### src/hdl/y2p_pkg.sv
// ----------------------------------------------------------------------------
// y2p_pkg
// Shared types and constants for the YUYV 4:2:2 to planar 4:2:0 converter.
// ----------------------------------------------------------------------------
package y2p_pkg;

	localparam int OFF_W      = 23;
	localparam int LUMA_OFF_W = 22;
	localparam int CHR_OFF_W  = 20;
	localparam int CFG_IDX_W  = 2;
	localparam int CFG_DATA_W = 12;
	localparam int PAIRS_W    = 11;
	localparam int ROWS_W     = 12;

	localparam int QDEPTH  = 4;
	localparam int QPTR_W  = $clog2(QDEPTH);
	localparam int QCNT_W  = $clog2(QDEPTH + 1);

	localparam logic [CFG_IDX_W-1:0] CFG_PAIRS = 2'd0;
	localparam logic [CFG_IDX_W-1:0] CFG_ROWS  = 2'd1;

	localparam logic [PAIRS_W-1:0] PAIRS_RESET = 11'd320;
	localparam logic [ROWS_W-1:0]  ROWS_RESET  = 12'd480;

	localparam logic [1:0] PLANE_Y = 2'd0;
	localparam logic [1:0] PLANE_U = 2'd1;
	localparam logic [1:0] PLANE_V = 2'd2;

	localparam logic [1:0] BEAT_Y0 = 2'd0;
	localparam logic [1:0] BEAT_Y1 = 2'd1;
	localparam logic [1:0] BEAT_U  = 2'd2;
	localparam logic [1:0] BEAT_V  = 2'd3;

	typedef struct packed {
		logic [7:0]            y0;
		logic [7:0]            y1;
		logic [7:0]            u_avg;
		logic [7:0]            v_avg;
		logic [LUMA_OFF_W-1:0] luma_off;
		logic [OFF_W-1:0]      u_off;
		logic [OFF_W-1:0]      v_off;
		logic                  odd_row;
		logic                  frame_end;
	} cmd_t;

endpackage

### src/hdl/y2p_queue.sv
// ----------------------------------------------------------------------------
// y2p_queue
// Small command queue between the front stage and the write sequencer.
// ----------------------------------------------------------------------------
module y2p_queue (
	input  logic                       clk,
	input  logic                       arst_n,
	input  logic                       push,
	input  y2p_pkg::cmd_t              push_cmd,
	input  logic                       pop,
	output y2p_pkg::cmd_t              head,
	output logic                       empty,
	output logic [y2p_pkg::QCNT_W-1:0] count
);

	y2p_pkg::cmd_t                slots [y2p_pkg::QDEPTH];
	logic [y2p_pkg::QPTR_W-1:0]   wr_ptr_q;
	logic [y2p_pkg::QPTR_W-1:0]   rd_ptr_q;
	logic [y2p_pkg::QCNT_W-1:0]   count_q;

	assign head  = slots[rd_ptr_q];
	assign empty = (count_q == '0);
	assign count = count_q;

	always_ff @(posedge clk) begin
		if (push) begin
			slots[wr_ptr_q] <= push_cmd;
		end
	end

	always_ff @(posedge clk or negedge arst_n) begin
		if (!arst_n) begin
			wr_ptr_q <= '0;
			rd_ptr_q <= '0;
			count_q  <= '0;
		end else begin
			if (push) begin
				wr_ptr_q <= wr_ptr_q + y2p_pkg::QPTR_W'(1);
			end
			if (pop) begin
				rd_ptr_q <= rd_ptr_q + y2p_pkg::QPTR_W'(1);
			end
			if (push && !pop) begin
				count_q <= count_q + y2p_pkg::QCNT_W'(1);
			end else if (pop && !push) begin
				count_q <= count_q - y2p_pkg::QCNT_W'(1);
			end
		end
	end

endmodule

### config.mk
export PLATFORM = sky130hd
export DESIGN_NAME = y2p_queue
export DESIGN_NICKNAME = d
export VERILOG_FILES = /design/src/hdl/y2p_pkg.sv /design/src/hdl/y2p_queue.sv
export SDC_FILE = /design/constraint.sdc
export NUM_CORES = 1
export LEC_CHECK = 0
export BUFFER_PORTS_ARGS = -buffer_cell sky130_fd_sc_hd__buf_2
export CAP_MARGIN = 20
export CORE_MARGIN = 8
export CORE_UTILIZATION = 45
export CTS_CLUSTER_SIZE = 16
export DETAILED_ROUTE_END_ITERATION = 8
export PLACE_DENSITY = 0.68
export SLEW_MARGIN = 20
export SYNTH_ARGS = -nofsm -noshare
export SYNTH_HDL_FRONTEND = slang
export SYNTH_SLANG_ARGS = --single-unit
### constraint.sdc
create_clock -name clk -period 5.4 [get_ports clk]
set_input_delay 0.54 -clock clk [delete_from_list [all_inputs] [get_ports clk]]
set_output_delay 0.54 -clock clk [all_outputs]
set_load 0.005 [all_outputs]
==> After elaboration in Yosys (flattened, before gate mapping) <==
Memory sizes are Yosys's and may differ from the RTL's.
Cells that the tools add are included.
{ "op_classes": {"reduce_logical": 6, "add_sub_neg": 4, "n_mux": 4} }
{ "op_table": {"columns": ["cell", "count"], "rows": [
  ["$mux 3", 2],
  ["$add 2x1->2 const B", 2],
  ["$add 3x1->3 const B", 1],
  ["$logic_not 3->1", 1],
  ["$sub 3x1->3 const B", 1],
  ["$logic_and 1x1->1", 2],
  ["$logic_not 1->1", 2],
  ["$mux 1", 2],
  ["$reduce_bool 2->1", 1]
]} }
{ "totals": {"word_cells": 18, "memories": 1, "mem_bits_rw": 408, "reg_bits": 7, "inputBits": 106} }
{ "mem_list": {"columns": ["memory", "depth", "width", "rd", "rd_ports_with_merged_regs", "write_ports", "line", "text"], "rows": [
  ["slots", 4, 102, 1, 0, 1, "y2p_queue.sv:16", "y2p_pkg::cmd_t slots [y2p_pkg::QDEPTH];"]
]} }

==> Depth between registers and ports, before layout <==
{ "depth": {"word_depth": 4, "mapped_depth": 7, "depth_no_buf": 7} }

==> Least setup slack after synthesis <==
No wires, ideal clock.
{ "synth_timing": {"path_type": "register to register", "start": "register wr_ptr_q[0] in the netlist's numbering", "end": "memory slots[0][0] in the netlist's numbering, enable pin", "slack_ns": 1.951, "setup_time_ns": 0.472, "arrival_time_ns": 2.976, "period_less_slack_ns": 3.449, "required_ns": 4.928, "path_buffers": 0, "path_stages_with_launch": 4, "cell_sequence": "dfrtp_1 inv_1 ha_1 and2_1"} }
{ "synth_rtl": {"columns": ["element", "line", "text"], "rows": [
  ["from (decl)", "y2p_queue.sv:17", "logic [y2p_pkg::QPTR_W-1:0] wr_ptr_q;"],
  ["from (signal assigned)", "y2p_queue.sv:38", "wr_ptr_q <= wr_ptr_q + y2p_pkg::QPTR_W'(1);"],
  ["to (decl)", "y2p_queue.sv:16", null]
]} }
Straight into the memory's write port.

==> results.py <==
metrics = {
    "timing": {
        "finalCritPeriodShare": 0.628,
        "drv_slew": 0,
        "fin_worst_skew_ns": 0.0139,
        "period_needed_ns": 3.39,
        "rsz0062_at_grt": "false",
        "maxSlewHeadroom": 0.429,
        "finalHoldViolations": 0,
        "finalSetupViolCount": 0,
        "max_slew.worst_pin.slew_ns": 0.856,
        "tns_ns": 0,
        "fmax_mhz": 295,
    },
    "critical_path": {
        "endpoint_kind": "output port",
        "worst_r2r_endpoint": "slots[0][41]",
        "reg2regPathDepth": 4,
        "setup.worst_path.start_class": "flop",
        "critPathArrivalTime_ns": 2.85,
        "cp_max_fo": 39,
        "r2r-start": "wr_ptr_q[0]",
        "worstSetupPathType": "reg2out",
        "r2r_slack_ns": 3.19,
        "worst_ep_required_time_ns": 4.86,
    },
    "cts": {
        "cts-resized-gates": 0,
        "cts_root_buffer": "clkbuf_16",
        "clk_path_buf_depth": 3,
        "cts.sinks": 415,
        "h-tree-depth": 2,
        "cts_tree": "built",
        "clk_pin_slew_worst_paths_ns": 0.06,
        "numCtsBuffers": 42,
        "clk-insertion-delay-late_ns": 0.51,
    },
    "detailed_routing": {
        "wl_per_cell_um": 22.6,
        "viasPerCell": 5.20,
        "ant_nets": 0,
        "drc": 0,
        "drt-total-wl_um": 29100,
        "vias": 6704,
        "dr.pass1.iters": 4,
        "drt_iter0_drc": 434,
    },
    "yosys": {
        "synth_area_per_cell_sq_um": 26.8,
        "syn-num-nets": 678,
        "synth-seq-area-share": 0.820,
        "synth_warnings": 0,
        "syn_inst": 566,
        "synth_seq_cells": 415,
        "syn_area_sq_um": 15200,
        "ys_types": 20,
    },
    "hold_path": {
        "hold_class": "in2reg",
        "hp-start": "push_cmd[28]",
        "hold_end": "slots[3][28]",
        "hold_depth": 1,
    },
    "floorplan": {
        "fp.coreArea_sq_um": 33400,
        "die_width_um": 200,
        "die_height_um": 200,
        "die-area_sq_um": 39800,
        "rows": 67,
        "initial_utilization": 0.454,
        "io_pins": 212,
    },
    "global_routing": {
        "grt.total_usage": 0.146,
        "antenna_found_initial": 7,
        "grt_pass1_vias": 7387,
        "grt_pass1_wl_um": 44000,
        "grt_max_degree": 43,
        "grt-ovfl-total": 0,
    },
    "placement": {
        "gp_congestion": 0.699,
        "hpwl_um": 17900,
        "dp.cells": 1214,
        "portBuffers": 211,
    },
    "run_status": {
        "status": "finished, final reports clean",
    },
    "final_layout": {
        "syn_to_final_growth_pct": 18.7,
        "fin_util": 0.539,
        "nets": 923,
        "drive_gt1_frac": 0.461,
        "stdcell_count": 1289,
    },
    "pwr": {
        "cellLeakagePower_nw": 6.13,
        "vdd_ir_drop_max_v": 0.000338,
        "power.density_nw_per_um2": 538,
    },
    "run": {
        "drv_cap": 0,
    },
}
cell usage after synthesis:
master	instances	area share
edfxtp_1	408	0.81
mux4_2	102	0.15
buf_2	8	0.0026
dfrtp_1	7	0.012
buf_12	6	0.0079
ha_1	5	0.0041
and2_1	4	0.0017
buf_4	4	0.0020
inv_1	4	0.00099
xor2_1	4	0.0023
buf_1	3	0.00074
nand2_1	2	0.00050
xnor2_1	2	0.0012
buf_6	1	0.00074
buf_8	1	0.00099
fa_1	1	0.0013
mux2_2	1	0.00074
nor2_1	1	0.00025
nor3_1	1	0.00033
o21ai_0	1	0.00033
through the flow:
step,setup slack [ns],hold slack [ns],power (mW),cell area (sq um)
floorplan,1.95,0.244,6.13,15200
global placement,2.44,0.382,7.06,16700
detailed placement,2.44,0.392,7.10,16700
CTS,1.84,0.204,9.87,18000
global route,1.71,0.207,10.2,18000
finish,2.01,0.233,9.68,18000
worst max-delay path, cell delays in order, from the launching register on:
cell     delay (ns)
dfrtp_4        0.97
buf_4          0.60
mux4_2         0.60
buf_2          0.15
layout by cell type, fill, tap and decap left out:
cell type and instances:
inv_1 4, fa_1 1, clkbuf_8 3, ha_1 5, and2_4 4, xor2_1 4
buf_2 211, clkinv_1 7, nand2_1 2, clkbuf_1 10, xnor2_1 2, diode_2 2
bufinv_16 3, dfrtp_4 2, mux4_2 102, o21ai_0 1, nor2_1 1, dlygate4sd3_1 1
edfxtp_1 408, clkinv_2 4, clkinvlp_4 1, clkbuf_16 43, inv_6 1, buf_4 11
dfrtp_1 5, mux2_2 1, nor3_1 1, buf_12 1
cell families (layout without fill, tap and decap cells):
| group | count (synthesis) | count (layout) | synth area share |
|---|---|---|---|
| fa+ha+maj | 6 | 6 | 0.00545 |
| buf+inv | 27 | 300 | 0.0160 |
| other cells | 0 | 2 | 0 |
| compound gates | 1 | 1 | 0.000330 |
| flops | 415 | 415 | 0.820 |
| simple gates | 8 | 8 | 0.00272 |
| xor+xnor | 6 | 6 | 0.00347 |
| mux | 103 | 103 | 0.152 |
layout make-up:
cell class,instances,area [sq um]
inverters,4,15.0
diodes,2,5.00
well taps,448,561
flip-flops and latches,415,12400
fillers,2597,15400
clock buffers,56,1150
multi-input cells,124,2500
repair buffers,224,1170
clock inverters,16,153
per-layer routing:
layer  track usage  part of all wire  vias up
met5             0            0.0024        -
met4        0.0338             0.015       12
met3        0.0520             0.085       48
met2         0.234              0.48      191
met1         0.191              0.42     3520
li1              -                 -     2933
how the worst max path moves through the flow:
stage | from | endpoint | slack, ns
final | rd_ptr_q[0] | head[81] | 2.01
after global routing | rd_ptr_q[0] | head[81] | 1.71
after CTS | rd_ptr_q[0] | head[81] | 1.84
after detailed placement | rd_ptr_q[0] | head[73] | 2.44
after global placement | rd_ptr_q[0] | head[81] | 2.44
after floorplan | wr_ptr_q[0] | slots[0][0] | 1.95
report_power, final:
group	total [mW]	leakage, nW	switching, mW	internal [mW]
Combinational	2.44	1.67	1.22	1.23
Sequential	4.49	3.83	0.278	4.21
Clock	2.75	0.637	1.11	1.64
registers in the layout, summed over array words and instances, names as in the netlist:
register,count
rd_ptr_q,2
slots,408
count,3
wr_ptr_q,2
timing repair:
item	in CTS	in global routing
endpoints found under the hold margin	7	0
setup buffers	0	0
hold buffers	1	0
(Power assumes the default switching activity.)
