`config.mk`:
```
export PLATFORM = sky130hd
export DESIGN_NAME = y2p_back
export DESIGN_NICKNAME = d
export VERILOG_FILES = /design/src/hdl/y2p_pkg.sv /design/src/hdl/y2p_back.sv
export SDC_FILE = /design/constraint.sdc
export NUM_CORES = 1
export LEC_CHECK = 0
export ABC_AREA = 0
export BUFFER_PORTS_ARGS = -buffer_cell sky130_fd_sc_hd__buf_4
export CAP_MARGIN = 20
export CORE_MARGIN = 5
export CORE_UTILIZATION = 41
export CTS_BUF_LIST = sky130_fd_sc_hd__clkbuf_8 sky130_fd_sc_hd__clkbuf_16
export CTS_CLUSTER_DIAMETER = 80
export DETAILED_ROUTE_END_ITERATION = 10
export PLACE_DENSITY = 0.77
export SLEW_MARGIN = 20
export SYNTH_ARGS = -nofsm -noshare
export SYNTH_HDL_FRONTEND = slang
export SYNTH_SLANG_ARGS = --single-unit
```
`constraint.sdc`:
```
create_clock -name clk -period 2 [get_ports clk]
set_input_delay 0.1 -clock clk [delete_from_list [all_inputs] [get_ports clk]]
set_output_delay 0.1 -clock clk [all_outputs]
set_load 0.01 [all_outputs]
```
`src/hdl/y2p_pkg.sv`:
```
// ----------------------------------------------------------------------------
// y2p_pkg
// Shared types and constants for the YUYV 4:2:2 to planar 4:2:0 converter.
// ----------------------------------------------------------------------------
package y2p_pkg;

	localparam int OFF_W      = 23;
	localparam int LUMA_OFF_W = 22;
	localparam int CHR_OFF_W  = 20;
	localparam int CFG_IDX_W  = 2;
	localparam int CFG_DATA_W = 12;
	localparam int PAIRS_W    = 11;
	localparam int ROWS_W     = 12;

	localparam int QDEPTH  = 4;
	localparam int QPTR_W  = $clog2(QDEPTH);
	localparam int QCNT_W  = $clog2(QDEPTH + 1);

	localparam logic [CFG_IDX_W-1:0] CFG_PAIRS = 2'd0;
	localparam logic [CFG_IDX_W-1:0] CFG_ROWS  = 2'd1;

	localparam logic [PAIRS_W-1:0] PAIRS_RESET = 11'd320;
	localparam logic [ROWS_W-1:0]  ROWS_RESET  = 12'd480;

	localparam logic [1:0] PLANE_Y = 2'd0;
	localparam logic [1:0] PLANE_U = 2'd1;
	localparam logic [1:0] PLANE_V = 2'd2;

	localparam logic [1:0] BEAT_Y0 = 2'd0;
	localparam logic [1:0] BEAT_Y1 = 2'd1;
	localparam logic [1:0] BEAT_U  = 2'd2;
	localparam logic [1:0] BEAT_V  = 2'd3;

	typedef struct packed {
		logic [7:0]            y0;
		logic [7:0]            y1;
		logic [7:0]            u_avg;
		logic [7:0]            v_avg;
		logic [LUMA_OFF_W-1:0] luma_off;
		logic [OFF_W-1:0]      u_off;
		logic [OFF_W-1:0]      v_off;
		logic                  odd_row;
		logic                  frame_end;
	} cmd_t;

endpackage

```
`src/hdl/y2p_back.sv`:
```
// ----------------------------------------------------------------------------
// y2p_back
// Steps through each queued command, two or four byte writes, into the
// output register.
// ----------------------------------------------------------------------------
module y2p_back (
	input  logic          clk,
	input  logic          arst_n,
	input  y2p_pkg::cmd_t head,
	input  logic          empty,
	output logic          pop,
	output logic          m_tvalid,
	input  logic          m_tready,
	output logic [31:0]   m_tdata,
	output logic          m_tlast,
	output logic [2:0]    m_tuser
);

	logic [1:0]                beat_q;
	logic                      valid_q;
	logic [1:0]                plane_q;
	logic [y2p_pkg::OFF_W-1:0] offset_q;
	logic [7:0]                sample_q;
	logic                      last_q;
	logic                      fend_q;

	logic                      load;
	logic                      last_beat;
	logic [1:0]                plane_d;
	logic [y2p_pkg::OFF_W-1:0] offset_d;
	logic [7:0]                sample_d;

	assign load      = !empty && (!valid_q || m_tready);
	assign last_beat = head.odd_row ? (beat_q == y2p_pkg::BEAT_V) :
		(beat_q == y2p_pkg::BEAT_Y1);
	assign pop       = load && last_beat;

	always_comb begin
		case (beat_q)
			y2p_pkg::BEAT_Y0: begin
				plane_d  = y2p_pkg::PLANE_Y;
				offset_d = y2p_pkg::OFF_W'(head.luma_off);
				sample_d = head.y0;
			end
			y2p_pkg::BEAT_Y1: begin
				plane_d  = y2p_pkg::PLANE_Y;
				offset_d = y2p_pkg::OFF_W'(head.luma_off) + y2p_pkg::OFF_W'(1);
				sample_d = head.y1;
			end
			y2p_pkg::BEAT_U: begin
				plane_d  = y2p_pkg::PLANE_U;
				offset_d = head.u_off;
				sample_d = head.u_avg;
			end
			default: begin
				plane_d  = y2p_pkg::PLANE_V;
				offset_d = head.v_off;
				sample_d = head.v_avg;
			end
		endcase
	end

	always_ff @(posedge clk or negedge arst_n) begin
		if (!arst_n) begin
			beat_q  <= y2p_pkg::BEAT_Y0;
			valid_q <= 1'b0;
		end else begin
			if (load) begin
				valid_q <= 1'b1;
				beat_q  <= last_beat ? y2p_pkg::BEAT_Y0 : beat_q + 2'd1;
			end else if (m_tready) begin
				valid_q <= 1'b0;
			end
		end
	end

	always_ff @(posedge clk) begin
		if (load) begin
			plane_q  <= plane_d;
			offset_q <= offset_d;
			sample_q <= sample_d;
			last_q   <= last_beat;
			fend_q   <= last_beat && head.frame_end;
		end
	end

	assign m_tvalid = valid_q;
	assign m_tdata  = {1'b0, sample_q, offset_q};
	assign m_tlast  = last_q;
	assign m_tuser  = {fend_q, plane_q};

endmodule

```
* Yosys cells after proc, flatten, opt, wreduce, memory -nomap -nowiden
Cells that the tools add are included.
** Word-level totals
- Flip-flop bits (word level) :: 38
- Latch bits :: 0
- Bits in writable memories :: 0
- Bits in read-only memories :: 0
- Input port bits :: 106
- Output and inout bits :: 38
- Logic and storage cells :: 28
- Memories :: 0
** Operators by class
- Add/subtract/negate cells :: 2
- $mul :: 0
- Divide/modulo/power cells :: 0
- Magnitude comparators :: 0
- Eq/ne operators :: 3
- Shift operators :: 0
- Muxes and demuxes :: 7
- Bitwise gates (word level) :: 0
- Reduce and logical (&&, ||, !) cells :: 9
** Operators by type and width (number)
- $pmux 23 s3 :: 1
- $pmux 8 s3 :: 1
- $add 22x1->23 const B :: 1
- $eq 2x2->1 const B :: 2
- $pmux 2 s2 :: 1
- $logic_and 1x1->1 :: 3
- $mux 1 :: 3
- $add 2x1->2 const B :: 1
- $eq 2x1->1 const B :: 1
- $logic_not 1->1 :: 2
- $logic_not 2->1 :: 1
- $mux 2 :: 1
- $reduce_bool 2->1 :: 1
- $reduce_or 2->1 :: 1
- $logic_or 1x1->1 :: 1

* Longest topological paths before layout
Gate-level depths: netlist of the first run.
- Depth in word-level cells :: 4
- Depth in mapped cells :: 8
- Mapped depth without buffers :: 6

* Least setup slack after synthesis of the first run
OpenSTA, ideal clock, no wires.
- Kind :: register to register
- Start :: register beat_q[0]
- End :: register offset_q[16] (netlist name), data pin
- Setup time :: 280 ps
- Data arrival time :: 1586 ps
- Data required time :: 1720 ps
- Path slack :: 134 ps
- Stages on the path, launching flop included :: 8
- Path buffers :: 1
- Clock period less this slack :: 1866 ps
- Cell sequence :: dfrtp_1 > inv_1 > ha_1 > clkbuf_1 > a221oi_1 > nand2_1 > mux2i_1 > a221oi_2
** Between the ends
- Cells in the longest elaborated chain, start to end :: 2
- Elaborated cells between the ends (all ways) :: 4
- Classes of those cells :: 2 x eq/ne; 1 x mux; 1 x reduce/logical
** RTL lines
- from (decl) :: line y2p_back.sv:19 : logic [1:0] beat_q;
- from (signal assigned) :: line y2p_back.sv:65 : beat_q <= y2p_pkg::BEAT_Y0;
- from (signal assigned) :: line y2p_back.sv:70 : beat_q <= last_beat ? y2p_pkg::BEAT_Y0 : beat_q + 2'd1;
- $eq 2x2->1 (tied with other cells) :: line y2p_back.sv:39 : case (beat_q)
- $pmux 23 s3 (*) :: line y2p_back.sv:39
- named net offset_d (one bit) :: line y2p_back.sv:30 : logic [y2p_pkg::OFF_W-1:0] offset_d;
- to (signal assigned) :: line y2p_back.sv:80 : offset_q <= offset_d;
- to (decl) :: line y2p_back.sv:22 : logic [y2p_pkg::OFF_W-1:0] offset_q;
The timed path passes the listed nets; every way through them passes the cells marked *.
A chain may end at the register's enable or synchronous reset.

* Final worst setup path of the first run
- Start :: register beat_q[0]
- End :: register offset_q[13] (netlist name), data pin
The elaborated chain is that of the path after synthesis.

==> summary.txt, run 1 <==
Finish
  • Core Util, Final: 0.6362
  • Most common library cell in the layout ignoring fill and taps: buf_4
  • Final #Nets: 535
  • Register area: roughly 1100 um^2
  • Most frequent cells in the layout: 154 x buf_4, 35 x edfxtp_1, 23 x nand2_1, 23 x nor2_1, 19 x a21oi_1
  • Diode count: 0
  • Layout cells sized above 1: 0.4245
  • Fillers: 544
  • Area Growth Syn to Fin: 50.19%
  • Final std cells w/o fill: 501
  • Multi-input gate area: roughly 1400 um^2

Setup path
  • Crit Path Class: reg -> reg
  • Crit-path cells: inv_1 -> ha_1 -> buf_4 -> a221o_1 -> nor2_1 -> mux2i_1 -> o221a_2
  • Critical Path RT: 2.05 ns
  • Worst-path maximum fanout: 12
  • Critical Path AT: 1.96 ns
  • CP Launch Type: register
  • Crit path largest cell delay: 0.41 ns
  • Critical-path top delay cell: dfrtp_1
  • CP Capture Type: register

Clock network
  • TritonCTS buffer count: 5
  • CTS H-tree lvls: 2
  • Clock sink total: 38
  • Max Buffers Root-to-Sink: 2
  • CTS root buffer: clkbuf_8
  • Worst-skew pair later-pin latency: 0.29 ns
  • Worst-path clk slew: 0.08 ns
  • CTS tree: built

Pwr
  • Overall power: 4.369 mW
  • P per Cell Area: 1075 nW/um^2
  • Max VDD drop: roughly 630 uV
  • Leak Pwr: between 1.5 and 2 nW

GRT
  • Total gr overflow: 0
  • Number of global-route vias before repair: 2838
  • Pin count of the biggest net entering global routing: 33
  • Total global-route track usage: 0.2114
  • Initial antenna violation count: 0
  • First-pass GRT wire length: between 10000 and 15000 um

Synth
  • Seq/Total Area, Yosys: 0.4163
  • Largest family of logic cells by synthesized area: simple AND/OR/NAND/NOR gates
  • Number of synthesized flops with an enable pin: 35
  • Simple-gate area share of the yosys netlist: 0.2377
  • Fraction of registers with async set or reset after synthesis: 0.07895
  • Adder-Cell Fraction of Synth Area: 0.02775
  • Synth cell types: 54
  • Syn Nets: 392
  • Synth Area per Inst: 9.661 um^2
  • Mux contribution to synthesized area: 0.02220
  • Complex-gate fraction of the synthesized area: 0.2192
  • Yosys reg bits: 38
  • Synth Area in XOR/XNOR: 0.01943
  • Post-synth top flop: edfxtp_1
  • YS warnings: 0
  • Synth Cell Area: about 2700 um^2
  • Gate Count Post-Synth: 280

Route
  • Vias post-DR: 2916
  • DRT Pass-1 Iters: 6
  • Via density: between 5 and 6
  • Total wire length: 9317 um
  • DR iter-0 viols: 227
  • Final ANT Viol Nets: 0
  • DRC: 0
  • WL per Instance: 18.60 um

Min path
  • Worst Hold Class: in -> reg

Status
  • Status: finished clean

Floorplan
  • Ports: 144
  • CORE AREA: 6386 um^2
  • Num rows: 29
  • Horiz. Die Dim: 91.23 um
  • Full die area: 8322 um^2
  • Die height: 91.23 um
  • Starting Density: 0.4236

Placed design
  • Routability cong.: 0.8653
  • Placed Instances: about 500
  • IO buf count: 142
  • DP HPWL: 7254 um

STA
  • Fmax: between 0.5 and 0.6 GHz
  • RSZ-0062 raised after global routing: yes
  • Clock Skew: roughly 0.0038 ns
  • Final hold slack: ~0.075 ns
  • Final Cycle Share: 0.9562
  • Final Setup Violations: 0
  • Hold Vio Cnt, Final: 0
  • Crit path time final: 1.912 ns
  • Fin. max-slew vios: 0
  • Setup_tns: 0 ns

Flow run
  • Maxcap violations: 0
==> final timing paths <==
check / from / endpoint / slack [ns] / depth (start not counted)
min: m_tready / m_tvalid / 0.07 / 3
max in group asynchronous: arst_n / beat_q[0] / 1.79 / 2
min reg2reg: m_tvalid / m_tvalid / 0.53 / 2
min in group asynchronous: arst_n / beat_q[1] / 0.12 / 2
max reg2reg: beat_q[0] / offset_q[13] / 0.09 / 7
max: beat_q[0] / offset_q[13] / 0.09 / 7
==> report_power, final <==
group | switching, mW | total [mW] | internal [mW] | leakage (nW)
logic | 1.20 | 2.29 | 1.09 | 1.28
clock network | 0.289 | 0.783 | 0.494 | 0.0658
registers | 0.0766 | 1.29 | 1.22 | 0.374
total | 1.57 | 4.37 | 2.80 | 1.72
==> critical path: cells and delay by family (launching register included) <==
| kind | cells | cell delay, ns |
|---|---|---|
| fa+ha+maj | 1 | 0.26 |
| compound gates | 2 | 0.52 |
| flops | 1 | 0.41 |
| buf+inv | 2 | 0.31 |
| simple gates | 1 | 0.10 |
| mux | 1 | 0.08 |
==> Yosys cell counts, drive strengths merged (2+ instances only) <==
| master | count | share of area |
|---|---|---|
| xnor2 | 2 | 0.0065 |
| o21a | 3 | 0.0083 |
| dfrtp | 3 | 0.028 |
| nor4 | 8 | 0.031 |
| or2 | 2 | 0.0046 |
| nand3 | 11 | 0.020 |
| clkbuf | 9 | 0.012 |
| edfxtp | 35 | 0.39 |
| ha | 6 | 0.028 |
| a32oi | 2 | 0.0065 |
| inv | 12 | 0.017 |
| nand2 | 23 | 0.032 |
| o21ai | 11 | 0.020 |
| a2bb2oi | 2 | 0.0065 |
| a211oi | 2 | 0.0055 |
| a222oi | 9 | 0.033 |
| nand4 | 10 | 0.037 |
| xor2 | 4 | 0.013 |
| o221ai | 3 | 0.0097 |
| a22oi | 4 | 0.011 |
| nor2 | 23 | 0.032 |
| a21oi | 19 | 0.035 |
| buf | 13 | 0.027 |
| a21o | 2 | 0.0055 |
| and4 | 3 | 0.010 |
| or3 | 3 | 0.0069 |
| and3 | 3 | 0.0074 |
| mux2i | 6 | 0.022 |
| a221o | 3 | 0.011 |
| nand2b | 10 | 0.023 |
| a221oi | 14 | 0.050 |
| or4 | 2 | 0.0055 |
| nor3 | 4 | 0.0074 |
| nor2b | 6 | 0.014 |
==> repair_timing <==
| action | 4_1_cts | 5_1_grt |
|---|---|---|
| endpoints found under the setup margin | 0 | 6 |
| hold endpoints to repair | 4 | 0 |
| hold buffers | 2 | 0 |
| buffers inserted | 0 | 1 |
| gates resized for setup | 0 | 4 |
==> registers in the layout, summed over array words and instances (netlist names) <==
name / count
m_tvalid: 1
m_tlast: 1
beat_q: 2
offset_q: 23
plane_q: 2
sample_q: 8
fend_q: 1
==> metal layers <==
metal,vias up,GRT usage,routed length (um)
met4,0,0.05990,145
met5,-,0,0
met1,1396,0.2721,3705
met2,136,0.3546,4699
met3,11,0.04959,767
li1,1373,-,-
==> cell families after synthesis <==
| family | after synthesis |
|---|---|
| mux | 6 |
| flops | 38 |
| simple gates | 110 |
| fa+ha+maj | 6 |
| xor+xnor | 6 |
| other cells | 1 |
| buf+inv | 34 |
| compound gates | 79 |
==> stage by stage <==
stage	area [um^2]	worst slack, ns
after floorplan	2705	0.1340
after global placement	3884	0.1746
after detailed placement	3884	0.05469
after CTS	4036	0.04438
after global routing	4063	-0.01688
final	4063	0.08763
==> cell type report <==
| type | instances | share of cell area |
|---|---|---|
| Inverter | 12 | 0.01109 |
| Sequential cell | 38 | 0.2772 |
| Multi-Input combinational cell | 208 | 0.3560 |
| Tap cell | 77 | 0.02371 |
| Clock buffer | 5 | 0.01694 |
| Timing Repair Buffer | 158 | 0.2994 |
| Clock inverter | 3 | 0.01571 |
Note: power is estimated with default switching activity, not from simulation.
==> run 2, diff against run 1 <==
--- a/config.mk
+++ b/config.mk
@@ -9,11 +9,11 @@
 export BUFFER_PORTS_ARGS = -buffer_cell sky130_fd_sc_hd__buf_4
 export CAP_MARGIN = 20
 export CORE_MARGIN = 5
-export CORE_UTILIZATION = 41
+export CORE_UTILIZATION = 49
 export CTS_BUF_LIST = sky130_fd_sc_hd__clkbuf_8 sky130_fd_sc_hd__clkbuf_16
 export CTS_CLUSTER_DIAMETER = 80
 export DETAILED_ROUTE_END_ITERATION = 10
-export PLACE_DENSITY = 0.77
+export PLACE_DENSITY = 0.86
 export SLEW_MARGIN = 20
 export SYNTH_ARGS = -nofsm -noshare
 export SYNTH_HDL_FRONTEND = slang
==> constraint.sdc (replaced) <==
create_clock -name clk -period 2.2 [get_ports clk]
set_input_delay 0.11 -clock clk [delete_from_list [all_inputs] [get_ports clk]]
set_output_delay 0.11 -clock clk [all_outputs]
set_load 0.01 [all_outputs]
==> summary.txt, run 2 (same netlist as run 1, synthesis figures left out) <==
Status
  • Status: finished clean

Route
  • DRC: 0 (unchanged)
  • Via density: 5.994 (+3.0%)
  • Total wire length: 9316 um (about the same)
  • DRT Pass-1 Iters: 8 (+2)
  • WL per Instance: 18.86 um (+1.4%)
  • DR iter-0 viols: 359 (+58%)
  • Final ANT Viol Nets: 0 (unchanged)
  • Vias post-DR: 2961 (+1.5%)

Clock network
  • CTS H-tree lvls: 2 (unchanged)
  • Worst-skew pair later-pin latency: 0.30 ns (about the same)
  • CTS tree: built
  • TritonCTS buffer count: 5 (unchanged)
  • Worst-path clk slew: 0.08 ns (about the same)
  • Max Buffers Root-to-Sink: 2 (unchanged)
  • CTS root buffer: clkbuf_8
  • Clock sink total: 38 (unchanged)

Floorplan
  • Starting Density: 0.4974 (+0.07377)
  • Full die area: 7106 um^2 (-15%)
  • Num rows: 27 (-6.9%)
  • CORE AREA: 5439 um^2 (-15%)
  • Horiz. Die Dim: 84.30 um (-7.6%)
  • Die height: 84.30 um (-7.6%)
  • Ports: 144 (unchanged)

Finish
  • Most frequent cells in the layout: 154 x buf_4, 35 x edfxtp_1, 23 x nand2_1, 23 x nor2_1, 19 x a21oi_1
  • Final #Nets: 533 (-0.37%)
  • Multi-input gate area: 1439 um^2 (-0.52%)
  • Area Growth Syn to Fin: 48.38%
  • Fillers: 401 (-26%)
  • Biggest regs: offset_q: 23 flops, sample_q: 8 flops
  • Cell area after layout: 4014 um^2 (-1.2%)
  • Register area: 1126 um^2 (unchanged)
  • Most common library cell in the layout ignoring fill and taps: buf_4
  • Max reg flops: 23 (unchanged)
  • Most flops, register: offset_q
  • Layout cells sized above 1: 0.4218 (-0.002727)
  • Diode count: 0 (unchanged)
  • Final std cells w/o fill: 494 (-1.4%)

STA
  • Crit path time final: 2.026 ns (+0.1140 ns)
  • Clock Skew: 0.009427 ns (+0.005673 ns)
  • Worst Tran Pin Value: 0.5023 ns
  • Hold Vio Cnt, Final: 0 (unchanged)
  • Slew HR: 0.6626
  • Fmax: 0.4935 GHz (-5.6%)
  • Setup_tns: 0 ns (unchanged)
  • RSZ-0062 raised after global routing: no
  • Final worst slack: 0.1737 ns (+0.08604 ns)
  • Final Setup Violations: 0 (unchanged)
  • Final Cycle Share: 0.9211 (-0.03513)
  • Fin. max-slew vios: 0 (unchanged)

GRT
  • First-pass GRT wire length: 14770 um (+1.3%)
  • Initial antenna violation count: 0 (unchanged)
  • Number of global-route vias before repair: 2981 (+5.0%)
  • Pin count of the biggest net entering global routing: 32 (-3.0%)
  • Total gr overflow: 0 (unchanged)
  • Total global-route track usage: 0.2554 (+0.04407)

Pwr
  • Overall power: 3.904 mW (-11%)
  • P per Cell Area: 972.5 nW/um^2 (-9.6%)
  • Leak Pwr: 1.700 nW (-1.0%)
  • Max VDD drop: 697.0 uV (+10%)

Setup path
  • Critical Path RT: 2.26 ns (+0.21 ns)
  • Critical Path AT: 2.08 ns (+0.12 ns)
  • Reg-to-reg setup timing slack: 0.17 ns (+0.09 ns)
  • Crit Path Class: reg -> reg
  • CP Capture Type: register
  • Worst-path maximum fanout: 13 (+1)
  • CP Launch Type: register

Min path
  • Worst Hold Class: in -> reg

Placed design
  • Setup WS pre-CTS: 0.1487 ns (+0.09403 ns)
  • Routability cong.: 0.8461 (-2.2%)
  • Placed Instances: 483 (-1.4%)
  • IO buf count: 142 (unchanged)
  • Post-DP Area: 3837 um^2 (-1.2%)
  • DP HPWL: 7117 um (-1.9%)

Flow run
  • Maxcap violations: 0 (unchanged)
-- run 2: cell count changes in the layout (fill, tap and decap cells not counted), sizes merged --
cell and change:
buf -2
-- run 2: routing by layer --
layer | vias up | GRT usage | routed length [um]
li1 | 1375 | - | -
met5 | - | 0 | 0
met4 | 0 | 0.08772 | 205
met3 | 19 | 0.06968 | 1069
met2 | 194 | 0.4218 | 4499
met1 | 1373 | 0.3223 | 3542
-- run 2: path summary, 6_finish.rpt --
path	end	cells after the start	from
max	offset_q[13]	7	beat_q[0]
min	offset_q[2]	2	head[4]
max reg2reg	offset_q[13]	7	beat_q[0]
min reg2reg	m_tvalid	2	m_tvalid
max in group asynchronous	m_tvalid	2	arst_n
min in group asynchronous	beat_q[1]	2	arst_n
-- run 2: metrics by stage --
| step | hold WS, ns | util |
|---|---|---|
| 2_1_floorplan | -0.1856 | - |
| 3_3_place_gp | -0.09912 | 0.7055 |
| 3_5_place_dp | -0.09385 | 0.7055 |
| 4_1_cts | 0.07173 | 0.7345 |
| 5_1_grt | 0.08261 | 0.7380 |
| 6_report | 0.08641 | 0.7380 |
-- run 2: timing repair --
action,CTS,global route
gates resized for setup,0,3
hold endpoints to repair,4,0
buffers inserted,0,1
hold buffers,2,0
endpoints found under the setup margin,0,1
-- run 2: worst max-delay path: stages (launching register included) --
cell and delay [ns]:
dfrtp_1 0.42, inv_1 0.10, ha_1 0.27, buf_4 0.21
a221o_1 0.38, nor2_1 0.14, mux2i_1 0.11, o221a_2 0.14
-- run 2: layout make-up --
class,count,area share
inverters,12,0.01122
multi-input cells,208,0.3585
clock inverters,3,0.01714
well taps,72,0.02244
clock buffers,5,0.01714
repair buffers,156,0.2930
flip-flops and latches,38,0.2805
-- run 2: report_power, final --
part           switching [mW]  total [mW]  internal [mW]
logic                    1.07        2.00          0.936
clock network           0.274       0.729          0.455
registers              0.0664        1.17           1.10
==> run 3, diff against run 2 <==
--- a/config.mk
+++ b/config.mk
@@ -5,7 +5,7 @@
 export SDC_FILE = /design/constraint.sdc
 export NUM_CORES = 1
 export LEC_CHECK = 0
-export ABC_AREA = 0
+export ABC_AREA = 1
 export BUFFER_PORTS_ARGS = -buffer_cell sky130_fd_sc_hd__buf_4
 export CAP_MARGIN = 20
 export CORE_MARGIN = 5
==> summary.txt, run 3 <==
STA
  • Clock Skew: 0.008930 ns (-0.0004973 ns)
  • RSZ-0062 raised after global routing: no
  • Fin. max-slew vios: 0 (unchanged)
  • Final Setup Violations: 0 (unchanged)
  • Final hold slack: 0.1022 ns (+0.01575 ns)
  • Crit path time final: 1.996 ns (-0.02994 ns)
  • Slew HR: 0.6275 (-0.03512)
  • Fmax: 0.5009 GHz (+1.5%)
  • Setup_tns: 0 ns (unchanged)
  • Final Cycle Share: 0.9074 (-0.01361)
  • Worst Tran Pin Value: 0.5588 ns (+0.05646 ns)
  • Hold Vio Cnt, Final: 0 (unchanged)

Setup path
  • Critical-path top delay cell: dfrtp_1
  • Critical Path RT: 2.09 ns (-0.17 ns)
  • Crit-path cells: inv_1 -> ha_1 -> buf_4 -> inv_1 -> o21ai_1 -> inv_1 -> nor2_1 -> buf_4
  • Crit path largest cell delay: 0.43 ns (about the same)
  • Crit Path Class: reg -> out
  • Top delay family on crit path: buffers and inverters
  • CP most frequent cell: inv_1
  • CP Capture Type: output port
  • Worst-path maximum fanout: 11 (-2)
  • Worst path bufs/invs: 5 (+3)
  • CP Launch Type: register
  • Critical Path AT: 1.89 ns (-0.19 ns)

Synth
  • YS warnings: 0 (unchanged)
  • Largest cells by area after synthesis: edfxtp_1 39%, nand2_1 9.0%, nor2_1 6.7%
  • Commonest cells post-synth: 64 x nand2_1, 48 x nor2_1, 35 x edfxtp_1
  • Number of synthesized flops with an enable pin: 35 (unchanged)
  • Seq/Total Area, Yosys: 0.4198 (+0.003495)
  • Gate Count Post-Synth: 333 (+19%)
  • Synth Cell Area: 2683 um^2 (-0.83%)
  • Cell taking the most area after synthesis: edfxtp_1
  • Synth cell types: 32 (-41%)
  • Post-synth top flop: edfxtp_1
  • Yosys reg bits: 38 (unchanged)
  • Most common cell in the synthesized netlist: nand2_1
  • Fraction of registers with async set or reset after synthesis: 0.07895 (unchanged)
  • Syn Nets: 445 (+14%)
  • Share of the synthesized area in the top cell type: 0.3918 (+0.003262)
  • Synth Area per Inst: 8.056 um^2 (-17%)

Clock network
  • Max Buffers Root-to-Sink: 2 (unchanged)
  • Clock sink total: 38 (unchanged)
  • CTS tree: built
  • Worst-path clk slew: 0.08 ns (about the same)
  • CTS H-tree lvls: 2 (unchanged)
  • TritonCTS buffer count: 5 (unchanged)
  • CTS root buffer: clkbuf_8
  • Worst-skew pair later-pin latency: 0.30 ns (about the same)

Floorplan
  • CORE AREA: 5405 um^2 (-0.62%)
  • Ports: 144 (unchanged)
  • Full die area: 7054 um^2 (-0.73%)
  • Die height: 83.99 um (-0.37%)
  • Horiz. Die Dim: 83.99 um (-0.37%)
  • Starting Density: 0.4963 (-0.001058)
  • Num rows: 27 (unchanged)

Route
  • Routed wl met2: 4930 um (+9.6%)
  • Via density: 5.488 (-8.4%)
  • Total wire length: 9200 um (-1.2%)
  • DR top layer: met4
  • DRT Pass-1 Iters: 4 (-4)
  • DRC: 0 (unchanged)
  • Final ANT Viol Nets: 0 (unchanged)
  • Met1 Routed Length: 3549 um (+0.20%)
  • Met3 Wirelength: 585 um (-45%)
  • DR iter-0 viols: 220 (-39%)
  • Vias post-DR: 3013 (+1.8%)
  • WL per Instance: 16.76 um (-11%)

GRT
  • Total global-route track usage: 0.2591 (+0.003668)
  • Total gr overflow: 0 (unchanged)
  • Initial antenna violation count: 0 (unchanged)
  • Pin count of the biggest net entering global routing: 32 (unchanged)
  • Number of global-route vias before repair: 2997 (+0.54%)
  • First-pass GRT wire length: 14750 um (-0.18%)

Finish
  • Biggest regs: offset_q: 23 flops, sample_q: 8 flops
  • Area Growth Syn to Fin: 47.85%
  • Max reg flops: 23 (unchanged)
  • Cell area after layout: 3966 um^2 (-1.2%)
  • Fillers: 441 (+10%)
  • Diode count: 0 (unchanged)
  • Final std cells w/o fill: 549 (+11%)
  • Most frequent cells in the layout: 151 x buf_4, 64 x nand2_1, 48 x nor2_1
  • Most flops, register: offset_q
  • Final #Nets: 588 (+10%)
  • Most common library cell in the layout ignoring fill and taps: buf_4
  • Layout cells sized above 1: 0.3983 (-0.02348)

Status
  • Status: finished clean

Pwr
  • Leak Pwr: 1.787 nW (+5.1%)
  • P per Cell Area: 890.6 nW/um^2 (-8.4%)
  • Overall power: 3.533 mW (-9.5%)
  • Max VDD drop: 684.8 uV (-1.8%)

Placed design
  • Routability cong.: 0.8859 (+4.7%)
  • DP HPWL: 7137 um (+0.28%)
  • Placed Instances: 539 (+12%)
  • Post-DP Area: 3849 um^2 (+0.29%)
  • IO buf count: 142 (unchanged)

Min path
  • Worst Hold Class: in -> reg

Flow run
  • Maxcap violations: 0 (unchanged)
## run 3: changes by cell type in the layout (fill, tap and decap cells not counted), moves of 10 or more
cell,delta
nand2_1,+41
nand2b_1,-10
nor2_1,+25
a31oi_1,+10
nand3_1,+16
inv_1,+16
## run 3: worst reg2reg max path, stage by stage, from the launching register on
cell	delay [ns]
dfrtp_1	0.41
inv_1	0.09
ha_1	0.20
buf_4	0.18
inv_1	0.18
o21ai_0	0.10
a221oi_1	0.30
nor2_1	0.08
## run 3: kinds of logic after synthesis
kind of cell,count (synthesis),share of synthesized area
simple gates,164,0.2845
flops,38,0.4198
buf+inv,47,0.07369
fa+ha+maj,6,0.02798
compound gates,77,0.1926
other cells,1,0.001398
## run 3: worst paths after layout
kind	startpoint	to	slack (ns)	cells after the start
max in group asynchronous	arst_n	beat_q[1]	1.99	2
worst min register to register	m_tvalid	m_tvalid	0.61	2
worst min-delay path	head[0]	fend_q	0.10	3
worst max register to register	beat_q[1]	offset_q[0]	0.39	7
worst max-delay path	beat_q[1]	pop	0.20	8
min in group asynchronous	arst_n	m_tvalid	0.12	2
## run 3: report_power, final
part	internal, mW	total, mW	switching [mW]
sequential	1.11	1.17	0.0653
combinational	0.827	1.85	1.02
clock	0.252	0.514	0.262
total	2.19	3.53	1.35
## run 3: what timing repair did
action | CTS | global route
hold endpoints to repair | 4 | 0
resized for setup | 0 | 2
hold buffers | 2 | 0
endpoints found under the setup margin | 0 | 5
setup buffers | 0 | 0
## run 3: stage by stage
step / utilization / setup slack (ns)
after global routing: 0.7338 / 0.008303
after detailed placement: 0.7120 / 0.1442
after global placement: 0.7120 / 0.2424
final: 0.7338 / 0.2036
after floorplan: - / 0.2650
after CTS: 0.7333 / 0.07511
## run 3: cell type report
class                      instances  area [um^2]  area share
multi-input combinational        248         1373      0.3461
clock buffer                       6        82.58     0.02082
clock inverter                     2        12.51    0.003155
sequential                        38         1126      0.2839
inverter                          29        108.9     0.02744
timing repair buffer             154         1174      0.2959
tap                               72        90.09     0.02271
## run 3: metal layers
layer	vias to the layer above	global-route usage
li1	1446	-
met1	1410	0.3137
met2	142	0.4693
met3	15	0.04541
met4	0	0.07164
met5	-	0
